### src/rtl/core/longest_prefix_route_table_macros.svh
// Assertion macros for the route table RTL.
// Needs clk and rst_n in scope where a macro is used; empty when SYNTH is defined.
`ifndef LONGEST_PREFIX_ROUTE_TABLE_MACROS_SVH
`define LONGEST_PREFIX_ROUTE_TABLE_MACROS_SVH

`ifndef SYNTH

// antecedent implies consequent in the same cycle
`define LPRT_ASSERT_IMPL(lbl, ante, cons) \
  lbl: assert property (@(posedge clk) disable iff (!rst_n) (ante) |-> (cons)) \
    else $error("lprt assertion failed");

// antecedent implies consequent in the next cycle
`define LPRT_ASSERT_NEXT(lbl, ante, cons) \
  lbl: assert property (@(posedge clk) disable iff (!rst_n) (ante) |=> (cons)) \
    else $error("lprt assertion failed");

`else

`define LPRT_ASSERT_IMPL(lbl, ante, cons)
`define LPRT_ASSERT_NEXT(lbl, ante, cons)

`endif

`endif

### src/rtl/core/lprt_pkg.sv
// Shared types, constants and helpers for the longest prefix route table.
// No dependencies; imported by every module of the block.
package lprt_pkg;

  localparam int ENTRIES = 64;
  localparam int IDX_W   = $clog2(ENTRIES);
  localparam int ADDR_W  = 32;
  localparam int LEN_W   = 6;
  localparam int PORT_W  = 8;
  localparam int OP_W    = 2;

  localparam logic [LEN_W-1:0]  MAX_LEN   = LEN_W'(ADDR_W);
  localparam logic [ADDR_W-1:0] ADDR_ONES = '1;

  localparam logic [OP_W-1:0] OP_INSERT = 2'd0;
  localparam logic [OP_W-1:0] OP_DELETE = 2'd1;
  localparam logic [OP_W-1:0] OP_LOOKUP = 2'd2;

  typedef enum logic [2:0] {
    S_IDLE,
    S_SCAN,
    S_FLUSH,
    S_COMMIT,
    S_FETCH
  } lprt_state_t;

  typedef struct packed {
    logic capture;
    logic scan;
    logic commit;
    logic ld_out;
  } lprt_cmd_t;

  typedef struct packed {
    logic scan_last;
  } lprt_sts_t;

  typedef struct packed {
    logic [ADDR_W-1:0] prefix;
    logic [LEN_W-1:0]  len;
  } lprt_key_t;

  typedef struct packed {
    logic [ADDR_W-1:0] hop;
    logic [PORT_W-1:0] port;
    logic [ADDR_W-1:0] cost;
  } lprt_data_t;

  // top len bits set; len of zero gives an empty mask (default route)
  function automatic logic [ADDR_W-1:0] len_mask(input logic [LEN_W-1:0] len);
    return ~(ADDR_ONES >> len);
  endfunction

endpackage

### src/rtl/core/lprt_ctrl.sv
// Route table controller: sequences capture, scan, commit and result load,
// and owns both handshakes. Depends on lprt_pkg and the macros header.
`include "longest_prefix_route_table_macros.svh"

module lprt_ctrl
  import lprt_pkg::*;
(
  input  logic      clk,
  input  logic      rst_n,
  input  logic      in_valid,
  output logic      in_stall,
  output logic      out_valid,
  input  logic      out_stall,
  output lprt_cmd_t cmd,
  input  lprt_sts_t sts
);

  lprt_state_t state_r, state_nxt;
  logic        out_valid_r, out_valid_nxt;
  logic        out_free;

  // result register may be reloaded when empty or being taken this cycle
  assign out_free = !out_valid_r || !out_stall;

  always_ff @(posedge clk) begin
    if (!rst_n) begin
      state_r     <= S_IDLE;
      out_valid_r <= 1'b0;
    end else begin
      state_r     <= state_nxt;
      out_valid_r <= out_valid_nxt;
    end
  end

  always_comb begin
    state_nxt = state_r;
    case (state_r)
      S_IDLE: begin
        if (in_valid) state_nxt = S_SCAN;
      end
      S_SCAN: begin
        if (sts.scan_last) state_nxt = S_FLUSH;
      end
      S_FLUSH:  state_nxt = S_COMMIT;
      S_COMMIT: state_nxt = S_FETCH;
      S_FETCH: begin
        if (out_free) state_nxt = S_IDLE;
      end
      default:  state_nxt = S_IDLE;
    endcase
  end

  always_comb begin
    cmd      = '0;
    in_stall = 1'b1;
    case (state_r)
      S_IDLE: begin
        in_stall    = 1'b0;
        cmd.capture = in_valid;
      end
      S_SCAN:   cmd.scan   = 1'b1;
      S_COMMIT: cmd.commit = 1'b1;
      S_FETCH:  cmd.ld_out = out_free;
      default: ;
    endcase
  end

  always_comb begin
    out_valid_nxt = out_valid_r && out_stall;
    if (cmd.ld_out) out_valid_nxt = 1'b1;
  end

  assign out_valid = out_valid_r;

  `LPRT_ASSERT_NEXT(a_accept_starts_scan, state_r == S_IDLE && in_valid, state_r == S_SCAN)
  `LPRT_ASSERT_NEXT(a_scan_ends, state_r == S_SCAN && sts.scan_last, state_r == S_FLUSH)
  `LPRT_ASSERT_IMPL(a_load_into_free, cmd.ld_out, !out_valid_r || !out_stall)
  `LPRT_ASSERT_IMPL(a_result_from_fetch, $rose(out_valid_r), $past(state_r) == S_FETCH)

endmodule

### config.mk
export PLATFORM = sky130hd
export DESIGN_NAME = lprt_ctrl
export DESIGN_NICKNAME = d
export VERILOG_FILES = /design/src/rtl/core/lprt_pkg.sv /design/src/rtl/core/lprt_ctrl.sv
export VERILOG_INCLUDE_DIRS = /design/src /design/src/rtl/core
export SDC_FILE = /design/constraint.sdc
export NUM_CORES = 1
export LEC_CHECK = 0
export BUFFER_PORTS_ARGS = -buffer_cell sky130_fd_sc_hd__clkbuf_2
export CAP_MARGIN = 20
export CORE_AREA = 2 2 39 41
export CTS_CLUSTER_SIZE = 25
export DETAILED_ROUTE_END_ITERATION = 16
export DIE_AREA = 0 0 41 43
export PLACE_DENSITY = 0.44
export SYNTH_ARGS = -nofsm -noshare
export SYNTH_HDL_FRONTEND = slang
export SYNTH_SLANG_ARGS = --single-unit
### constraint.sdc
create_clock -name clk -period 1.28 [get_ports clk]
set_input_delay 0.256 -clock clk [delete_from_list [all_inputs] [get_ports clk]]
set_output_delay 0.256 -clock clk [all_outputs]
set_load 0.03 [all_outputs]
==> flow_metrics.env, run 1 <==
export IMPL_clock_latency_ns=0.23
export IMPL_slew_headroom_pct=87.4
export IMPL_status="finished, violations left"
export IMPL_fillers=151
export IMPL_ys_seq_area_share_pct=38.3
export IMPL_required_ns=1.02
export IMPL_grt_use_total_pct=8.12
export IMPL_crit_path_start_kind="register"
export IMPL_layout_drive_gt1_share_pct=70.0
export IMPL_maxCapViolations=0
export IMPL_die_area_mm2=0.00176
export IMPL_yosysWarningCount=0
export IMPL_synth_edf_count=0
export IMPL_slew_violations=0
export IMPL_clk_path_buf_depth=2
export IMPL_ys_top_cells_by_area="dfxtp_1 38%, a21oi_1 7.2%, o2bb2ai_2 7.2%"
export IMPL_seq_power_share_pct=33.6
export IMPL_yosysMostFrequentCell="dfxtp_1"
export IMPL_worst_slack_ns=-0.218
export IMPL_p_total_mw=0.415
export IMPL_place_congestion=0.611
export IMPL_place_area_um2=333
export IMPL_overflow=0
export IMPL_hpwlAfterDp_um=428
export IMPL_rsz0062_at_grt="yes"
export IMPL_setup_worst_path_class="register to output pin"
export IMPL_grt_pass1_vias=212
export IMPL_numPortBuffers=10
export IMPL_pwr_share_clk_pct=37.2
export IMPL_start_util_pct=15.1
export IMPL_async_flop_share_pct=0
export IMPL_p_switching_mw=0.114
export IMPL_cp_max_fo=5
export IMPL_synthDistinctLibCells=17
export IMPL_synth_flop_cell="dfxtp_1"
export IMPL_dr_first_iter_drc_count=2
export IMPL_tns_ns=-0.511
export IMPL_core_area_mm2=0.00138
export IMPL_utilization_pct=30.4
export IMPL_max_freq_mhz=668
export IMPL_die_h_um=43
export IMPL_fin_area_um2=420
export IMPL_ir_drop_mv=0.445
export IMPL_netlist_area_um2=209
export IMPL_swShare_pct=27.4
export IMPL_violations="setup timing"
export IMPL_synth_cells=22
export IMPL_cts_root_buf="clkbuf_4"
export IMPL_clkTransAtPathRegs_ns=0.04
export IMPL_timing_final_crit_period_ns=1.50
export IMPL_synthTopCellsByCount="4 x dfxtp_1, 3 x a21oi_1"
export IMPL_routedWlPerCell_um=9.75
export IMPL_p_int_mw=0.301
export IMPL_pwr_density_cell_mw_per_mm2=987
export IMPL_die_x_um=41
export IMPL_setup_viol=4
export IMPL_comb_power_share_pct=29.2
export IMPL_cts_tree="built"
export IMPL_drc=0
export IMPL_cp_data_arrival_time_ns=1.24
export IMPL_hold_ws_ns=0.288
export IMPL_finalCritPeriodShare_pct=117
export IMPL_io_pins=11
export IMPL_clock_skew_ns=0.00517
export IMPL_p_leak_nw=0.183
export IMPL_diodes=0
export IMPL_tightest_slew_ns=0.189
export IMPL_hp_class="input pin to register"
export IMPL_nets=47
export IMPL_ys_ff_latch=4
export IMPL_vias=232
export IMPL_ant_nets=0
export IMPL_clock_sinks=4
export IMPL_via_per_inst=4.14
export IMPL_rows=14
export IMPL_grt_pass1_wl_um=869
export IMPL_syn2layout_area_growth_pct=101
export IMPL_syn_num_nets=27
export IMPL_wirelength_um=546
export IMPL_hold_viol_final=0
export IMPL_synth_top_area_cell="dfxtp_1"
export IMPL_cts_buffers=3
export IMPL_grt_max_degree=6
export IMPL_htreeDepth=1
export IMPL_endpoint_kind="output pin"
export IMPL_antenna_found_initial=0
export IMPL_dr_pass1_iters=2
export IMPL_synth_avg_cell_area_um2=9.50
export IMPL_yosysTopAreaCellShare_pct=38.3
-- logic make-up (layout without fill, tap and decap cells) --
logic type,count (synthesis),count (layout),synth area share (%)
and+or+nand+nor,11,11,36.5
AOI/OAI and AO/OA,6,6,23.4
DFF,4,4,38.3
buffers and inverters,1,19,1.79
-- per-layer routing --
layer / GRT usage (%) / wire length [um] / up-vias
met2: 9.06 / 210 / 15
met3: 9.42 / 86 / 0
met4: 4.00 / 0 / 0
li1: - / - / 117
met1: 8.97 / 248 / 100
met5: 0 / 0 / -
-- per-stage QoR --
stage	worst slack, ns	cells
final	-0.218	56
after CTS	-0.252	55
after global routing	-0.280	56
after detailed placement	-0.0579	52
after global placement	-0.0501	52
after floorplan	-0.0882	22
-- worst max-delay path, stage by stage (launching register included) --
cell and delay [ns]:
dfxtp_2 0.34, or3b_4 0.40, a21oi_4 0.13, buf_8 0.13
-- final timing paths --
check	startpoint	endpoint	slack [ns]	depth (start not counted)
setup / recovery	state_r[2]	cmd[0]	-0.22	3
hold / removal	rst_n	state_r[2]	0.29	2
setup reg to reg	state_r[1]	state_r[0]	0.16	4
hold reg to reg	out_valid	out_valid	0.54	2
-- power by group through the flow --
| stage | registers, mW | clock network, mW | logic (mW) |
|---|---|---|---|
| after floorplan | 0.140 | 0 | 0.0535 |
| after global placement | 0.139 | 0 | 0.0892 |
| after detailed placement | 0.139 | 0 | 0.0894 |
| after CTS | 0.139 | 0.166 | 0.112 |
| after global routing | 0.140 | 0.180 | 0.128 |
| final | 0.139 | 0.155 | 0.121 |
-- layout by cell type (no fill, tap or decap) --
master,count
clkbuf_2,5
buf_4,4
clkbuf_4,3
buf_8,3
dfxtp_2,3
a21oi_1,2
buf_6,2
nor3b_2,1
and3b_1,1
or3_4,1
or3b_4,1
a21oi_4,1
inv_1,1
nor2_4,1
or3b_1,1
o21bai_1,1
nand2b_1,1
nand3b_1,1
or2b_1,1
nand3_1,1
o2bb2ai_2,1
nand2_1,1
a21boi_2,1
dfxtp_1,1
clkbuf_8,1
-- cell type report --
type | count | area [um^2] | area share (%)
multi-input cells | 17 | 154 | 36.6
repair buffers | 15 | 136 | 32.4
flip-flops and latches | 4 | 83.8 | 19.9
clock buffers | 3 | 22.5 | 5.36
well taps | 16 | 20.0 | 4.76
inverters | 1 | 3.75 | 0.893
-- repair_timing --
action,CTS,global route
setup buffers,0,1
gates resized for setup,13,6
setup endpoints to repair,5,5
hold buffers,0,0
pin swaps,0,2
-- state kept, by name, summed over array words and instances (netlist names) --
| name | count |
|---|---|
| state_r | 3 |
| out_valid | 1 |
No activity file was read; power rests on OpenSTA's default activity.
==> inputs of run 2 (changes only) <==
--- a/config.mk
+++ b/config.mk
@@ -6,13 +6,14 @@
 export SDC_FILE = /design/constraint.sdc
 export NUM_CORES = 1
 export LEC_CHECK = 0
+export ABC_AREA = 1
 export BUFFER_PORTS_ARGS = -buffer_cell sky130_fd_sc_hd__clkbuf_2
-export CAP_MARGIN = 20
+export CAP_MARGIN = 10
 export CORE_AREA = 2 2 39 41
 export CTS_CLUSTER_SIZE = 25
 export DETAILED_ROUTE_END_ITERATION = 16
 export DIE_AREA = 0 0 41 43
-export PLACE_DENSITY = 0.44
+export PLACE_DENSITY = 0.46
 export SYNTH_ARGS = -nofsm -noshare
 export SYNTH_HDL_FRONTEND = slang
 export SYNTH_SLANG_ARGS = --single-unit
==> flow_metrics.env, run 2 <==
export IMPL_ir_drop_mv=0.340
export IMPL_fin_area_um2=393
export IMPL_critical_path_top_delay_family="flip-flops"
export IMPL_core_area_mm2=0.00138
export IMPL_pwr_density_cell_mw_per_mm2=1180
export IMPL_slew_headroom_pct=88.7
export IMPL_final_common_cell="inv_1"
export IMPL_vias=253
export IMPL_overflow=0
export IMPL_clk_path_buf_depth=2
export IMPL_crit_path_start_kind="register"
export IMPL_syn_num_nets=40
export IMPL_dr_first_iter_drc_count=2
export IMPL_ys_seq_area_share_pct=34.8
export IMPL_place_area_um2=308
export IMPL_cts_tree="built"
export IMPL_tightest_slew_ns=0.171
export IMPL_ant_nets=0
export IMPL_clock_skew_ns=0.00797
export IMPL_final_cell_mix="9 x inv_1, 5 x clkbuf_4, 5 x clkbuf_2"
export IMPL_synthMuxAreaShare_pct=0
export IMPL_slew_violations=0
export IMPL_layout_drive_gt1_share_pct=54.0
export IMPL_netlist_area_um2=230
export IMPL_htreeDepth=1
export IMPL_start_util_pct=16.6
export IMPL_hold_viol_final=0
export IMPL_grt_pass1_vias=233
export IMPL_antenna_found_initial=0
export IMPL_setup_viol=0
export IMPL_ys_ff_latch=4
export IMPL_synth_edf_count=0
export IMPL_synth_top_area_cell="dfxtp_1"
export IMPL_dr_pass1_iters=4
export IMPL_clock_latency_ns=0.23
export IMPL_nets=57
export IMPL_syn2layout_area_growth_pct=70.7
export IMPL_p_leak_nw=0.210
export IMPL_cp_max_fo=5
export IMPL_rows=14
export IMPL_hp_class="input pin to register"
export IMPL_endpoint_kind="output pin"
export IMPL_cp_data_arrival_time_ns=1.00
export IMPL_setup_worst_path_class="register to output pin"
export IMPL_die_area_mm2=0.00176
export IMPL_yosysWarningCount=0
export IMPL_finalCritPeriodShare_pct=98.0
export IMPL_die_h_um=43
export IMPL_yosysTopAreaCellShare_pct=34.8
export IMPL_drc=0
export IMPL_regMostFlops="state_r"
export IMPL_dp_cells=61
export IMPL_grt_pass1_wl_um=834
export IMPL_crit_chain="nor2_4 -> nand2_2 -> nor2_1 -> buf_4"
export IMPL_required_ns=1.02
export IMPL_wirelength_um=490
export IMPL_clkTransAtPathRegs_ns=0.04
export IMPL_synth_cells=35
export IMPL_max_stage_delay_ns=0.35
export IMPL_synthDistinctLibCells=9
export IMPL_clock_sinks=4
export IMPL_slowest_stage="dfxtp_2"
export IMPL_synth_flop_cell="dfxtp_1"
export IMPL_hold_ws_ns=0.263
export IMPL_cts_buffers=3
export IMPL_synth_compound_area_share_pct=4.35
export IMPL_yosysMostFrequentCell="inv_1"
export IMPL_numPortBuffers=10
export IMPL_worst_slack_ns=0.0257
export IMPL_synthTopCellsByCount="9 x inv_1, 6 x nand2_1, 6 x nor2_1"
export IMPL_ctsHoldBuffers=0
export IMPL_rsz0062_at_grt="yes"
export IMPL_timing_final_crit_period_ns=1.25
export IMPL_place_congestion=0.653
export IMPL_status="complete, no violations"
export IMPL_layout_cells_non_filler=66
export IMPL_grt_use_total_pct=7.73
export IMPL_maxCapViolations=0
export IMPL_cp_num_buf_inv=1
export IMPL_routedWlPerCell_um=7.42
export IMPL_die_x_um=41
export IMPL_synthAdderAreaFrac_pct=0
export IMPL_cts_root_buf="clkbuf_4"
export IMPL_largest_reg_flops=3
export IMPL_synthSimpleGateAreaFrac_pct=46.2
export IMPL_diodes=0
export IMPL_synth_top_family_by_area="simple AND/OR/NAND/NOR gates"
export IMPL_pre_cts_ws_ns=0.122
export IMPL_max_freq_mhz=797
export IMPL_via_per_inst=3.83
export IMPL_ys_top_cells_by_area="dfxtp_1 35%, inv_1 15%, nand2_1 9.8%"
export IMPL_grt_max_degree=6
export IMPL_async_flop_share_pct=0
export IMPL_tns_ns=0
export IMPL_synth_avg_cell_area_um2=6.58
export IMPL_synth_xor_area_share_pct=0
export IMPL_io_pins=11
run 2: cell types whose count changed after synthesis, moves of 2 or more:
| cell | change |
|---|---|
| inv_1 | +8 |
| nand2_1 | +5 |
| nor2_1 | +5 |
| nand3_1 | +3 |
| nand3_2 | +2 |
run 2: timing repair:
item / in CTS / in global routing
setup endpoints to repair: 5 / 5
buffers inserted: 2 / 0
pin swaps: 2 / 2
gates resized for setup: 12 / 10
run 2: cells by family (layout without fill, tap and decap cells):
logic type             Yosys count  count (layout)
flip-flops                       4               4
AND/OR/NAND/NOR                 20              20
buffers and inverters            9              24
AO/OA/AOI/OAI                    2               2
run 2: final timing paths:
kind,from,to,slack (ns),cells after the start
hold reg to reg,out_valid,out_valid,0.48,2
setup / recovery,state_r[1],cmd[0],0.03,4
setup reg to reg,state_r[0],state_r[0],0.28,6
hold / removal,rst_n,state_r[0],0.26,3
run 2: worst register-to-register path: stages (launching register included):
cell and delay [ns]:
dfxtp_4 0.38, nor2_4 0.04, buf_4 0.13, nand3_1 0.09, nand3_2 0.10, nor2_1 0.10
nor2_1 0.04
run 2: power breakdown:
| part | switching [mW] | total [mW] | leakage (nW) | internal [mW] |
|---|---|---|---|---|
| logic | 0.0881 | 0.160 | 0.162 | 0.0715 |
| registers | 0.0158 | 0.149 | 0.0344 | 0.133 |
| clock network | 0.0499 | 0.155 | 0.0138 | 0.105 |
| total | 0.154 | 0.463 | 0.210 | 0.310 |
run 2: area by class of cell:
cell class	count	area, um^2
Clock buffer	3	22.5
Fill cell	158	991
Inverter	9	33.8
Multi-Input combinational cell	22	139
Sequential cell	4	88.8
Tap cell	16	20.0
Timing Repair Buffer	12	88.8
run 2: per-layer routing:
metal / vias up / global-route usage (%) / share of wire (%)
li1: 136 / - / -
met1: 107 / 7.40 / 38
met2: 8 / 10.3 / 52
met3: 2 / 3.14 / 8.0
met4: 0 / 10.0 / 1.8
met5: - / 0 / 0
run 2: per-stage QoR:
stage	total power [mW]	utilization, %
after floorplan	0.237	-
after CTS	0.462	27.3
after detailed placement	0.267	22.2
final	0.463	28.4
after global placement	0.267	22.2
after global routing	0.497	28.4
